$ cat config.mk
export PLATFORM = sky130hd
export DESIGN_NAME = masked_byte_pattern_search_top
export DESIGN_NICKNAME = d
export VERILOG_FILES = /design/src/mbps_pkg.sv /design/src/mbps_cell.sv /design/src/masked_byte_pattern_search_top.sv
export SDC_FILE = /design/constraint.sdc
export NUM_CORES = 1
export LEC_CHECK = 0
export ABC_CLOCK_PERIOD_IN_PS = 10800
export BUFFER_PORTS_ARGS = -buffer_cell sky130_fd_sc_hd__buf_2
export CORE_MARGIN = 2
export CORE_UTILIZATION = 63
export CTS_CLUSTER_DIAMETER = 60
export CTS_CLUSTER_SIZE = 30
export DETAILED_ROUTE_END_ITERATION = 12
export MAX_ROUTING_LAYER = met4
export PLACE_DENSITY = 0.87
export SETUP_SLACK_MARGIN = 0.02
export SYNTH_ARGS = -nofsm -noshare
export SYNTH_HDL_FRONTEND = slang
export SYNTH_SLANG_ARGS = --single-unit
$ cat constraint.sdc
create_clock -name aclk -period 10.8 [get_ports aclk]
set_input_delay 1.62 -clock aclk [delete_from_list [all_inputs] [get_ports aclk]]
set_output_delay 1.62 -clock aclk [all_outputs]
set_load 0.03 [all_outputs]
$ cat src/mbps_pkg.sv
// Shared constants, types and lane selection for the masked byte pattern search.
package mbps_pkg;

    localparam int MAX_PATTERN = 16;
    localparam int OFFSET_BITS = 32;
    localparam int IDX_W       = $clog2(MAX_PATTERN);
    localparam int LEN_W       = 5;
    localparam int OFF_OUT_W   = 32;
    localparam int CFG_W       = 64;
    localparam int CFG_IDX_W   = 2;
    localparam int PAT_BITS    = 8 * MAX_PATTERN;

    typedef enum logic [CFG_IDX_W-1:0] {
        CFG_PATTERN_LOW    = 2'd0,
        CFG_PATTERN_HIGH   = 2'd1,
        CFG_WILDCARD_MASK  = 2'd2,
        CFG_PATTERN_LENGTH = 2'd3
    } cfg_index_t;

    // Compare setup for one window position.
    typedef struct packed {
        logic       active;
        logic       care;
        logic [7:0] pat;
    } lane_t;

    // back: distance from the newest byte; pattern byte len-1-back lines up with it.
    function automatic lane_t lane_for(input logic [IDX_W-1:0]    back,
                                       input logic [LEN_W-1:0]    len,
                                       input logic [PAT_BITS-1:0] pat,
                                       input logic [MAX_PATTERN-1:0] wild);
        lane_t            l;
        logic [LEN_W-1:0] j;
        logic [IDX_W-1:0] idx;
        j        = len - LEN_W'(1) - LEN_W'(back);
        idx      = j[IDX_W-1:0];
        l.active = LEN_W'(back) < len;
        l.care   = !wild[idx];
        l.pat    = pat[8*idx +: 8];
        return l;
    endfunction

endpackage

$ cat src/mbps_cell.sv
// One window cell: holds a past byte, passes it on, compares it to its pattern byte.
module mbps_cell
    import mbps_pkg::*;
(
    input  logic       aclk,
    input  logic       shift_en,
    input  logic [7:0] byte_in,
    input  lane_t      lane,
    output logic [7:0] byte_out,
    output logic       hit
);

    logic [7:0] byte_reg;

    always_ff @(posedge aclk) begin
        if (shift_en) begin
            byte_reg <= byte_in;
        end
    end

    assign byte_out = byte_reg;
    assign hit      = !lane.active || !lane.care || (byte_reg == lane.pat);

endmodule

$ cat src/masked_byte_pattern_search_top.sv
// Top level: masked byte pattern search over a byte stream with a sliding window of cells.
//
//  Port group   Dir  Transfer      Payload
//  s_*          in   byte          tdata = data_byte, tlast = last_byte
//  m_*          out  result        tuser = found, tdata = match_offset
//  cfg_*        in   reg write     cfg_index selects register, cfg_wdata value
//
//  One byte per cycle; the match decision for a byte is made in its accept cycle
//  from the cell row and the counter, and the result lands in the output register.
//  The output register lets a new byte in while the last result is being taken.
//  aresetn is synchronous, active low; no clearing pass.
//  s_tready drops only while a result is held and m_tready is low.
module masked_byte_pattern_search_top
    import mbps_pkg::*;
(
    input  logic                 aclk,
    input  logic                 aresetn,

    input  logic                 s_tvalid,
    output logic                 s_tready,
    input  logic [7:0]           s_tdata,    // [7:0] data_byte
    input  logic                 s_tlast,

    output logic                 m_tvalid,
    input  logic                 m_tready,
    output logic [OFF_OUT_W-1:0] m_tdata,    // [31:0] match_offset
    output logic                 m_tuser,    // [0] found

    input  logic                 cfg_wr_en,
    input  logic [CFG_IDX_W-1:0] cfg_index,
    input  logic [CFG_W-1:0]     cfg_wdata
);

    logic [63:0]            pattern_low_reg;
    logic [63:0]            pattern_high_reg;
    logic [15:0]            wildcard_mask_reg;
    logic [LEN_W-1:0]       pattern_length_reg;

    logic [OFFSET_BITS-1:0] bytes_seen_reg, bytes_seen_next;
    logic                   match_reported_reg, match_reported_next;

    logic                   m_tvalid_reg, m_tvalid_next;
    logic                   m_found_reg, m_found_next;
    logic [OFF_OUT_W-1:0]   m_offset_reg, m_offset_next;

    logic                   s_fire;
    logic [127:0]           pat_all;
    logic [7:0]             link [MAX_PATTERN];
    logic [MAX_PATTERN-1:0] hits;
    lane_t                  head_lane;
    logic                   len_ok;
    logic [LEN_W-1:0]       len_m1;
    logic                   window_match;
    logic                   count_max;
    logic [OFFSET_BITS-1:0] start_off;

    assign s_fire   = s_tvalid && s_tready;
    assign s_tready = !m_tvalid_reg || m_tready;
    assign pat_all  = {pattern_high_reg, pattern_low_reg};

    // Configuration registers
    always_ff @(posedge aclk) begin
        if (!aresetn) begin
            pattern_low_reg    <= '0;
            pattern_high_reg   <= '0;
            wildcard_mask_reg  <= '0;
            pattern_length_reg <= '0;
        end else if (cfg_wr_en) begin
            unique case (cfg_index_t'(cfg_index))
                CFG_PATTERN_LOW:    pattern_low_reg    <= cfg_wdata[63:0];
                CFG_PATTERN_HIGH:   pattern_high_reg   <= cfg_wdata[63:0];
                CFG_WILDCARD_MASK:  wildcard_mask_reg  <= cfg_wdata[15:0];
                CFG_PATTERN_LENGTH: pattern_length_reg <= cfg_wdata[LEN_W-1:0];
                default: ;
            endcase
        end
    end

    // Window: newest byte compared at the head, past bytes in the cell row
    assign link[0]   = s_tdata;
    assign head_lane = lane_for(IDX_W'(0), pattern_length_reg, pat_all[PAT_BITS-1:0],
                                wildcard_mask_reg[MAX_PATTERN-1:0]);
    assign hits[0]   = !head_lane.active || !head_lane.care || (s_tdata == head_lane.pat);

    for (genvar k = 0; k < MAX_PATTERN - 1; k++) begin : g_cell
        mbps_cell u_cell (
            .aclk     (aclk),
            .shift_en (s_fire),
            .byte_in  (link[k]),
            .lane     (lane_for(IDX_W'(k + 1), pattern_length_reg, pat_all[PAT_BITS-1:0],
                                wildcard_mask_reg[MAX_PATTERN-1:0])),
            .byte_out (link[k+1]),
            .hit      (hits[k+1])
        );
    end

    assign len_ok       = (pattern_length_reg != '0) &&
                          (pattern_length_reg <= LEN_W'(MAX_PATTERN)) &&
                          !wildcard_mask_reg[0];
    assign len_m1       = pattern_length_reg - LEN_W'(1);
    assign window_match = len_ok && (bytes_seen_reg >= OFFSET_BITS'(len_m1)) && (&hits);
    assign count_max    = (bytes_seen_reg == '1);
    assign start_off    = count_max ? '1 : bytes_seen_reg - OFFSET_BITS'(len_m1);

    always_comb begin
        bytes_seen_next     = bytes_seen_reg;
        match_reported_next = match_reported_reg;
        m_tvalid_next       = m_tvalid_reg && !m_tready;
        m_found_next        = m_found_reg;
        m_offset_next       = m_offset_reg;
        if (s_fire) begin
            priority if (!match_reported_reg && window_match) begin
                m_tvalid_next       = 1'b1;
                m_found_next        = 1'b1;
                m_offset_next       = OFF_OUT_W'(start_off);
                match_reported_next = 1'b1;
            end else if (s_tlast && !match_reported_reg) begin
                m_tvalid_next = 1'b1;
                m_found_next  = 1'b0;
                m_offset_next = '0;
            end else begin
            end
            if (s_tlast) begin
                bytes_seen_next     = '0;
                match_reported_next = 1'b0;
            end else if (!count_max) begin
                bytes_seen_next = bytes_seen_reg + OFFSET_BITS'(1);
            end
        end
    end

    always_ff @(posedge aclk) begin
        if (!aresetn) begin
            bytes_seen_reg     <= '0;
            match_reported_reg <= 1'b0;
            m_tvalid_reg       <= 1'b0;
        end else begin
            bytes_seen_reg     <= bytes_seen_next;
            match_reported_reg <= match_reported_next;
            m_tvalid_reg       <= m_tvalid_next;
        end
    end

    always_ff @(posedge aclk) begin
        m_found_reg  <= m_found_next;
        m_offset_reg <= m_offset_next;
    end

    assign m_tvalid = m_tvalid_reg;
    assign m_tuser  = m_found_reg;
    assign m_tdata  = m_offset_reg;

    a_region_restart: assert property (@(posedge aclk) disable iff (!aresetn)
        s_fire && s_tlast |=> (bytes_seen_reg == '0) && !match_reported_reg)
        else $error("region state not cleared after last byte");

    a_one_match: assert property (@(posedge aclk) disable iff (!aresetn)
        s_fire && match_reported_reg && !s_tlast |=> match_reported_reg && !m_tvalid_next)
        else $error("second match reported in one region");

    a_count_sat: assert property (@(posedge aclk) disable iff (!aresetn)
        s_fire && !s_tlast && count_max |=> bytes_seen_reg == '1)
        else $error("byte counter wrapped");

    a_notfound_zero: assert property (@(posedge aclk) disable iff (!aresetn)
        m_tvalid && !m_tuser |-> m_tdata == '0)
        else $error("not-found result carries an offset");

endmodule
**Yosys cells after proc, flatten, opt, wreduce, memory -nomap -nowiden**

Cells that the tools add are included.

- Mux-type cells: 43
- Reduce and logical (&&, ||, !) cells: 73
- Order comparisons: 34
- Shifts and indexed selects: 16
- Add/sub/neg operators: 18
- Equal/unequal tests: 21

Operators with widths:

| cell | count |
|---|---|
| $shiftx 128x8->8 | 16 |
| $mux 32 | 5 |
| $eq 8x8->1 | 16 |
| $lt 4x5->1 const B | 16 |
| $bmux 1 s4 | 16 |
| $lt 4x5->1 const A | 8 |
| $logic_or 1x1->1 | 33 |
| $add 32x1->32 const B | 1 |
| $eq 32x32->1 const B | 1 |
| $ge 32x5->1 | 1 |
| $sub 32x5->32 | 1 |
| $sub 4x4->4 const B | 8 |
| $mux 1 | 22 |
| $logic_not 1->1 | 20 |
| $lt 3x5->1 const A | 4 |
| $reduce_and 16->1 | 1 |
| $sub 4x3->4 const B | 4 |
| $reduce_and 2->1 | 7 |
| $lt 1x5->1 const A | 2 |
| $lt 2x5->1 const A | 2 |
| $logic_and 1x1->1 | 8 |
| $sub 4x2->4 const B | 2 |
| $le 5x5->1 const B | 1 |
| $reduce_bool 5->1 | 1 |
| 7 further kinds | 9 |

- Logic and storage cells: 229
- Register bits after elaboration: 336
- Output and inout port bits: 35
- Input bits: 80

**Depth between registers and ports, before layout**

Gate-level depths: netlist of the first run.

- Depth in word-level cells: 11
- Mapped depth: 24
- Depth with buffers taken out: 15

**Hierarchy**

A second synthesis of the first run with hierarchy kept.

- Cells, all modules: 2160
- Area, all modules: 21450.6 um2

By module, submodules not included:

| module | seq. area each (um2) | area each (um2) | times used | cells each |
|---|---|---|---|---|
| masked_byte_pattern_search_top | 4654.5 | 16420.7 | 1 | 1875 |
| mbps_cell | 240.2 | 335.3 | 15 | 19 |

**Least setup slack after synthesis of the first run**

Ideal clock, no wire load.

- Path type: flip-flop to flip-flop
- From: register pattern_length_reg[0]
- To: register m_offset_reg[0], in the netlist m_tdata[0], enable pin
- Stages on the path, launching flop included: 22
- Setup slack: 2.927 ns
- Required time: 10.327 ns
- Path buffers: 8
- Setup time: 0.473 ns
- Arrival: 7.399 ns
- Clock period less this slack: 7.873 ns
- Path through: dfxtp_1 -> buf_4 -> buf_4 -> inv_2 -> buf_2 -> buf_1 -> ha_1 -> buf_2 -> buf_6 -> buf_6 -> buf_4 -> mux2i_1 -> mux2_2 -> mux4_2 -> xnor2_1 -> nor4_1 -> nand2_1 -> a2111oi_0 -> o311ai_1 -> a2111oi_2 -> nand3_1 -> a211oi_1

- Longest elaborated chain between the ends: 11
- Elaborated cells between the ends (all ways): 155
- Classes of those cells: add/sub (16); order compare (18); eq/ne (16); shift (16); mux (32); reduce/logical (57)

Ends and longest elaborated chain:

| what | RTL line | text |
|---|---|---|
| start, declared | masked_byte_pattern_search_top.sv:37 | `logic [LEN_W-1:0] pattern_length_reg;` |
| start signal, assigned | masked_byte_pattern_search_top.sv:73 | `CFG_PATTERN_LENGTH: pattern_length_reg <= cfg_wdata[LEN_W-1:0];` |
| branches (longest 7 deep; another with $sub 5x1->5) | -- |  |
| $logic_and 1x1->1 (*) | masked_byte_pattern_search_top.sv:101 | `assign window_match = len_ok && (bytes_seen_reg >= OFFSET_BITS'(len_m1)) && (&hits);` |
| $logic_and 1x1->1 (*) | masked_byte_pattern_search_top.sv:112 | `priority if (!match_reported_reg && window_match) begin` |
| $reduce_bool 2->1 (no source line) (*) | -- |  |
| $reduce_and 2->1 (no source line) (*) | -- |  |
| end signal, assigned | masked_byte_pattern_search_top.sv:146 | `m_offset_reg <= m_offset_next;` |
| end, declared | masked_byte_pattern_search_top.sv:44 | `logic [OFF_OUT_W-1:0] m_offset_reg, m_offset_next;` |

Mark *: on every way between the ends. The select of a mux whose other input is x is not followed.
A chain may end at the register's enable or synchronous reset.

**Final worst setup path of the first run**

- From: register pattern_length_reg[0]
- To: register m_offset_reg[30], in the netlist m_tdata[30], enable pin

Same word-level chain as after synthesis.

==> summary.txt, run 1 <==
Final layout
  – Design Area, Final: approximately 0.024 sq mm
  – Most frequent cells in the layout: 384 x nand2_1, 203 x mux2i_1, 181 x dfxtp_1
  – Nets: ~2,200
  – P&R area growth vs syn: 8.15%
  – Max reg flops: between 100 and 150
  – Multi-input logic area: 0.0129 sq mm
  – Most common library cell in the layout ignoring fill and taps: nand2_1
  – Filler cell count: approximately 2,500
  – FF/Latch Area: 0.00826 sq mm
  – Share of layout cells above drive strength 1: 0.189

Clock network
  – CTS Root Cell: clkbuf_16
  – Clock Latency Late Sink: approximately 620 ps
  – Setup bufs post-CTS: 0
  – Reg clk slew, reported paths: around 90 ps
  – CTS Buf Count: 30
  – CTS tree: done
  – Hold_buf cts: 0
  – Clock Path Buffers: 3
  – Post-CTS Resized: 0
  – Sink Count: between 300 and 400
  – Max H-tree Level: 1

Critical path
  – Critical Path Stages: 16
  – Reg2reg path depth: 16
  – Critical Path Start: pattern_length_reg[0]
  – CP Capture Point: m_tdata[30]
  – Cells along the critical path: inv_2 > buf_4 > ha_4 > buf_12 > mux2i_1 > mux2_2 > mux4_2 > xnor2_1 > nor4_1 > nand2_1 > a2111oi_0 > o311ai_1 > a2111oi_2 > nand3_1 > a211oi_4 > buf_4
  – Critical path class: reg -> reg
  – WP data required: approximately 11,000 ps
  – Worst Setup End Kind: flip-flop
  – CP arrival: a little over 8000 ps
  – Critical path buffers and inverters: 4
  – R2R Setup Slk: 3000 ps
  – CP delay by family, top: compound AO/OA/AOI/OAI gates
  – RR Endpoint: m_tdata[30]
  – CP Max Fanout: approximately 140
  – Most frequent CP cell: buf_4
  – Worst reg2reg startpoint: pattern_length_reg[0]
  – CP max-delay cell: ha_4
  – Startpoint types: flip-flop
  – Worst path max stage delay: 1020 ps

Logic synthesis
  – Yosys reg bits: approximately 340
  – Netlist cell types: between 60 and 70
  – Syn Inst Count: ~2,100
  – Post-synth EDFFs: 153
  – Yosys warnings: 0
  – Post-synth design cell area: 0.0219 sq mm
  – Net count after synthesis: between 2,000 and 2,500
  – Predominant post-synthesis flop cell: dfxtp_1
  – Sequential fraction of the synthesis area: 0.378
  – Avg Cell Area, Syn: 10.4 sq um
  – Ys async rst share: 0

Run status
  – Status: finished, final reports clean

STA
  – Final setup fails: 0
  – Fin. Hold Viols: 0
  – Max Slew Vio Count: 0
  – Setup TNS: 0 ps
  – Unrepaired setup endpoints after global routing: false
  – Min Hold Slack: between 400 and 500 ps
  – Clk_skew: about 25 ps
  – Achievable Freq: 128 MHz
  – Final worst path period share: 0.722
  – Worst-Margin Slew: about 1300 ps
  – Min Tclk post-route: approximately 7800 ps
  – Slew margin rel.: 0.164

Drt
  – DRC viols: 0
  – Vias: 17,700
  – Iteration-0 DRC count of the detailed router: about 2,300
  – Drt pass-1 iters: 6
  – Final ANT Viol Nets: 0
  – DR WL/cell: 26.8 um
  – Via density: 6.83
  – WL final: 69.4 mm

Global routing
  – Vias in the first global route: 16,400
  – GRT Residual Overflow: 0
  – Largest net degree at the start of global routing: ~140
  – First-pass GRT wire length: 103 mm
  – Initial antenna violation count: 2
  – All-Layer GR Usage: 0.395

Power
  – Clk pwr share: 0.384
  – Worst vdd ir: ~0.14 mV
  – Internal Dissipation: 2250 uW
  – Sw Ratio: 0.310
  – P_sw: 1010 uW
  – Pleak: just over 0.008 uW
  – Power density over the cells: ~140 mW/mm^2
  – Combinational Power Share: 0.171
  – Sequential fraction of design power: 0.445

Worst hold path
  – Hold Crit Depth: 0
  – Hold crit path type: reg -> reg

Placement
  – Port Buffers: ~110
  – GPL Wtd Cong: approximately 1.1
  – Dpl hpwl: 51.5 mm
  – Placed inst area: 0.0225 sq mm

Floorplanning
  – Starting Density: 0.636
  – Placement Rows: slightly below 70
  – I/O pins: 115
  – Die Width: around 190 um
  – Die height: roughly 190 um
  – Die area: about 0.036 sq mm
  – CORE AREA: 0.0344 sq mm

Job
  – Maxcap violations: 0
[worst min path at each step]
stage	slack, ps	startpoint	end
after floorplan	450	g_cell[9].u_cell.byte_out[0]	g_cell[10].u_cell.byte_out[0]
after global placement	450	g_cell[9].u_cell.byte_out[2]	g_cell[10].u_cell.byte_out[2]
after detailed placement	460	g_cell[9].u_cell.byte_out[2]	g_cell[10].u_cell.byte_out[2]
after CTS	470	g_cell[9].u_cell.byte_out[2]	g_cell[10].u_cell.byte_out[2]
after global routing	480	g_cell[8].u_cell.byte_out[0]	g_cell[9].u_cell.byte_out[0]
final	470	g_cell[12].u_cell.byte_out[7]	g_cell[13].u_cell.byte_out[7]
[synthesized netlist by cell type, types with 11 or more instances]
cell type,n,area [sq um]
nor2_1,109,409
mux2i_1,203,2030
a21oi_1,40,200
xor2_1,95,832
nand4_1,19,119
nand3_1,15,75.1
buf_2,27,135
nor3_1,25,125
o21ai_0,22,110
clkbuf_1,85,319
a211oi_1,30,225
a2111oi_0,15,131
a21boi_0,145,1090
dfxtp_1,183,3660
mux2_2,48,541
nor2b_1,23,144
inv_1,11,41.3
a32oi_1,14,123
mux4_2,129,2910
edfxtp_1,153,4590
buf_6,14,158
nand2_1,384,1440
nor4_1,28,175
a22oi_1,16,120
xnor2_1,91,797
nand2b_1,28,175
buf_4,20,150
[cell families after synthesis]
group                      after synthesis  synth area share
adders and majority gates               12           0.00675
buffers and inverters                  168            0.0386
DFF                                    336             0.378
xor gates and xnor gates               190            0.0783
and+or+nand+nor                        675             0.137
muxes                                  380             0.250
AOI/OAI and AO/OA                      334             0.111
[worst reg2reg max path, cell delays in order (launching register included)]
cell       delay (ps)
dfxtp_4           890
inv_2             120
buf_4             420
ha_4             1030
buf_12            740
mux2i_1           320
mux2_2            350
mux4_2            520
xnor2_1           170
nor4_1            290
nand2_1           140
a2111oi_0         690
o311ai_1          250
a2111oi_2         530
nand3_1           260
a211oi_4          270
buf_4             420
[power by group through the flow]
| stage | Sequential (uW) | Combinational (uW) | Clock, uW |
|---|---|---|---|
| CTS | 1450 | 546 | 1250 |
| global placement | 1470 | 532 | 0 |
| detailed placement | 1470 | 543 | 0 |
| floorplan | 1450 | 392 | 0 |
| finish | 1450 | 557 | 1250 |
| global route | 1450 | 584 | 1300 |
[area by class of cell]
| class | instances | area share |
|---|---|---|
| diodes | 1 | 0.000106 |
| clock inverters | 23 | 0.0148 |
| repair buffers | 137 | 0.0321 |
| inverters | 12 | 0.00201 |
| well taps | 455 | 0.0241 |
| flip-flops and latches | 336 | 0.349 |
| multi-input cells | 1591 | 0.544 |
| clock buffers | 33 | 0.0340 |
[metal layers]
| layer | part of all wire | global-route usage | vias to the layer above |
|---|---|---|---|
| li1 | - | - | 7702 |
| met5 | 0 | - | - |
| met1 | 0.39 | 0.546 | 8649 |
| met2 | 0.45 | 0.581 | 1152 |
| met3 | 0.12 | 0.0731 | 169 |
| met4 | 0.048 | 0.152 | 0 |
[through the flow]
step	power, uW	utilization	cells	worst slack (ps)
finish	3260	0.688	2588	3000
floorplan	1850	-	2095	2930
CTS	3240	0.688	2587	3140
detailed placement	2020	0.654	2531	3260
global placement	2000	0.654	2531	3490
global route	3330	0.688	2588	2610
(Power assumes the default switching activity.)
==> run 2: changes to the inputs <==
--- a/config.mk
+++ b/config.mk
@@ -5,15 +5,15 @@
 export SDC_FILE = /design/constraint.sdc
 export NUM_CORES = 1
 export LEC_CHECK = 0
-export ABC_CLOCK_PERIOD_IN_PS = 10800
+export ABC_CLOCK_PERIOD_IN_PS = 7100
 export BUFFER_PORTS_ARGS = -buffer_cell sky130_fd_sc_hd__buf_2
 export CORE_MARGIN = 2
-export CORE_UTILIZATION = 63
+export CORE_UTILIZATION = 57
 export CTS_CLUSTER_DIAMETER = 60
 export CTS_CLUSTER_SIZE = 30
 export DETAILED_ROUTE_END_ITERATION = 12
 export MAX_ROUTING_LAYER = met4
-export PLACE_DENSITY = 0.87
+export PLACE_DENSITY = 0.83
 export SETUP_SLACK_MARGIN = 0.02
 export SYNTH_ARGS = -nofsm -noshare
 export SYNTH_HDL_FRONTEND = slang
==> constraint.sdc (replaced) <==
create_clock -name aclk -period 7.1 [get_ports aclk]
set_input_delay 1.065 -clock aclk [delete_from_list [all_inputs] [get_ports aclk]]
set_output_delay 1.065 -clock aclk [all_outputs]
set_load 0.03 [all_outputs]
==> summary.txt, run 2 (same netlist as run 1, synthesis figures left out) <==
Run status
  – Status: finished, final reports clean (unchanged)

Critical path
  – Worst Setup End Kind: flip-flop (unchanged)
  – Most frequent CP cell: buf_4 (unchanged)
  – CP arrival: 6510 ps (was 8060 ps)
  – Worst path max stage delay: 710 ps (was 1020 ps)
  – Cells along the critical path: inv_1 > ha_4 > buf_4 > buf_4 > mux2i_1 > mux2_2 > mux4_2 > xnor2_1 > nor4_1 > nand2_1 > a2111oi_0 > o311ai_1 > a2111oi_2 > buf_4 > nand3_1 > a211oi_4 > buf_4 (was inv_2 > buf_4 > ha_4 > buf_12 > mux2i_1 > mux2_2 > mux4_2 > xnor2_1 > nor4_1 > nand2_1 > a2111oi_0 > o311ai_1 > a2111oi_2 > nand3_1 > a211oi_4 > buf_4)
  – Critical path class: reg -> reg (unchanged)
  – WP data required: 7360 ps (was 11,060 ps)
  – CP max-delay cell: dfxtp_1 (was ha_4)
  – CP Max Fanout: 35 (was 136)
  – Startpoint types: flip-flop (unchanged)

Floorplanning
  – Starting Density: 0.579 (was 0.636)
  – Die height: 200 um (was 190 um)
  – Die Width: 200 um (was 190 um)
  – Die area: 0.0400 sq mm (was 0.0362 sq mm)
  – CORE AREA: 0.0378 sq mm (was 0.0344 sq mm)
  – Placement Rows: 71 (was 68)
  – I/O pins: 115 (unchanged)

STA
  – Unrepaired setup endpoints after global routing: false (unchanged)
  – Slew margin rel.: 0.200 (was 0.164)
  – Final worst path period share: 0.880 (was 0.722)
  – Max Slew Vio Count: 0 (unchanged)
  – Clk_skew: 27.3 ps (was 24.9 ps)
  – Min Tclk post-route: 6250 ps (was 7800 ps)
  – Fin. Hold Viols: 0 (unchanged)
  – Setup TNS: 0 ps (unchanged)
  – Worst-Margin Slew: 1200 ps (was 1250 ps)
  – Achievable Freq: 160 MHz (was 128 MHz)
  – Final setup fails: 0 (unchanged)

Global routing
  – Initial antenna violation count: 0 (was 2)
  – First-pass GRT wire length: 103 mm (about the same)
  – All-Layer GR Usage: 0.364 (was 0.395)
  – GRT Residual Overflow: 0 (unchanged)
  – Largest net degree at the start of global routing: 150 (was 137)
  – Vias in the first global route: 15,900 (was 16,400)

Drt
  – Via density: 6.61 (was 6.83)
  – DRC viols: 0 (unchanged)
  – Iteration-0 DRC count of the detailed router: 2,271 (was 2,308)
  – Drt pass-1 iters: 7 (was 6)
  – WL final: 70.2 mm (was 69.4 mm)
  – Vias: 17,500 (was 17,700)
  – DR WL/cell: 26.5 um (was 26.8 um)
  – Final ANT Viol Nets: 0 (unchanged)

Placement
  – Placed inst area: 0.0227 sq mm (was 0.0225 sq mm)
  – Dpl hpwl: 54.4 mm (was 51.5 mm)
  – GPL Wtd Cong: 1.07 (about the same)
  – Port Buffers: 114 (unchanged)
  – Placed Instances: 2,601 (was 2,531)

Final layout
  – Share of layout cells above drive strength 1: 0.192 (was 0.189)
  – Most frequent cells in the layout: 384 x nand2_1, 203 x mux2i_1, 181 x dfxtp_1 (unchanged)
  – Layout Cells excl Fill: 2,653 (was 2,588)
  – Most common library cell in the layout ignoring fill and taps: nand2_1 (unchanged)
  – ANT cells: 0 (was 1)
  – Max reg flops: 120 (unchanged)
  – Nets: 2,208 (was 2,196)
  – Design Area, Final: 0.0238 sq mm (was 0.0237 sq mm)
  – P&R area growth vs syn: 8.67% (was 8.15%)
  – Post-layout util: 0.630 (was 0.688)

Worst hold path
  – Hold crit path type: reg -> reg (unchanged)

Clock network
  – Clock Latency Late Sink: 610 ps (was 620 ps)
  – Sink Count: 336 (unchanged)
  – CTS tree: done (unchanged)
  – Setup bufs post-CTS: 0 (unchanged)
  – CTS Buf Count: 28 (was 30)
  – Post-CTS Resized: 0 (unchanged)
  – CTS Root Cell: clkbuf_16 (unchanged)
  – Max H-tree Level: 1 (unchanged)
  – Reg clk slew, reported paths: 100 ps (was 90 ps)
  – Clock Path Buffers: 3 (unchanged)
  – Hold_buf cts: 0 (unchanged)

Power
  – Pleak: 0.00831 uW (was 0.00826 uW)
  – Worst vdd ir: 0.209 mV (was 0.143 mV)
  – Power density over the cells: 205 mW/mm^2 (was 138 mW/mm^2)

Job
  – Maxcap violations: 0 (unchanged)
-- run 2: cell type report --
class | count | area (sq um)
Multi-Input combinational cell | 1591 | 12900
Fill cell | 3048 | 14000
Tap cell | 511 | 639
Inverter | 12 | 47.5
Clock inverter | 20 | 340
Clock buffer | 32 | 758
Sequential cell | 336 | 8260
Timing Repair Buffer | 151 | 863
-- run 2: worst max-delay path, delay by kind of cell, from the launching register on --
kind | cells | cell delay, ps
buffers and inverters | 5 | 1790
AO/OA/AOI/OAI | 4 | 1300
multiplexers | 3 | 980
flip-flops | 1 | 710
AND/OR/NAND/NOR | 3 | 540
adder cells (fa/ha/maj) | 1 | 390
XOR/XNOR | 1 | 150
-- run 2: final timing paths --
kind | start | end | slack [ps] | cells after the start
worst max-delay path | pattern_length_reg[1] | m_tuser | 850 | 17
worst max register to register | pattern_length_reg[1] | m_tuser | 850 | 17
worst min-delay path | g_cell[2].u_cell.byte_out[1] | g_cell[3].u_cell.byte_out[1] | 470 | 0
worst min register to register | g_cell[2].u_cell.byte_out[1] | g_cell[3].u_cell.byte_out[1] | 470 | 0
-- run 2: where the power goes --
part / internal [uW] / switching, uW / total, uW
Combinational: 343 / 504 / 848
Clock: 874 / 947 / 1820
Sequential: 2110 / 95.6 / 2210
Total: 3330 / 1550 / 4870
-- run 2: layer usage --
| metal | wire length [um] | GRT usage | vias to the layer above |
|---|---|---|---|
| met5 | 0 | - | - |
| met4 | 2720 | 0.118 | 0 |
| met3 | 7980 | 0.0701 | 149 |
| met2 | 30300 | 0.517 | 1004 |
| met1 | 29300 | 0.524 | 8641 |
| li1 | - | - | 7740 |
-- run 2: per-stage QoR --
stage          hold slack, ps  setup slack (ps)  power [uW]
2_1_floorplan             448               348        2810
3_3_place_gp              452              1130        3060
3_5_place_dp              460               964        3080
4_1_cts                   467               925        4870
5_1_grt                   469               509        5010
6_report                  466               850        4870
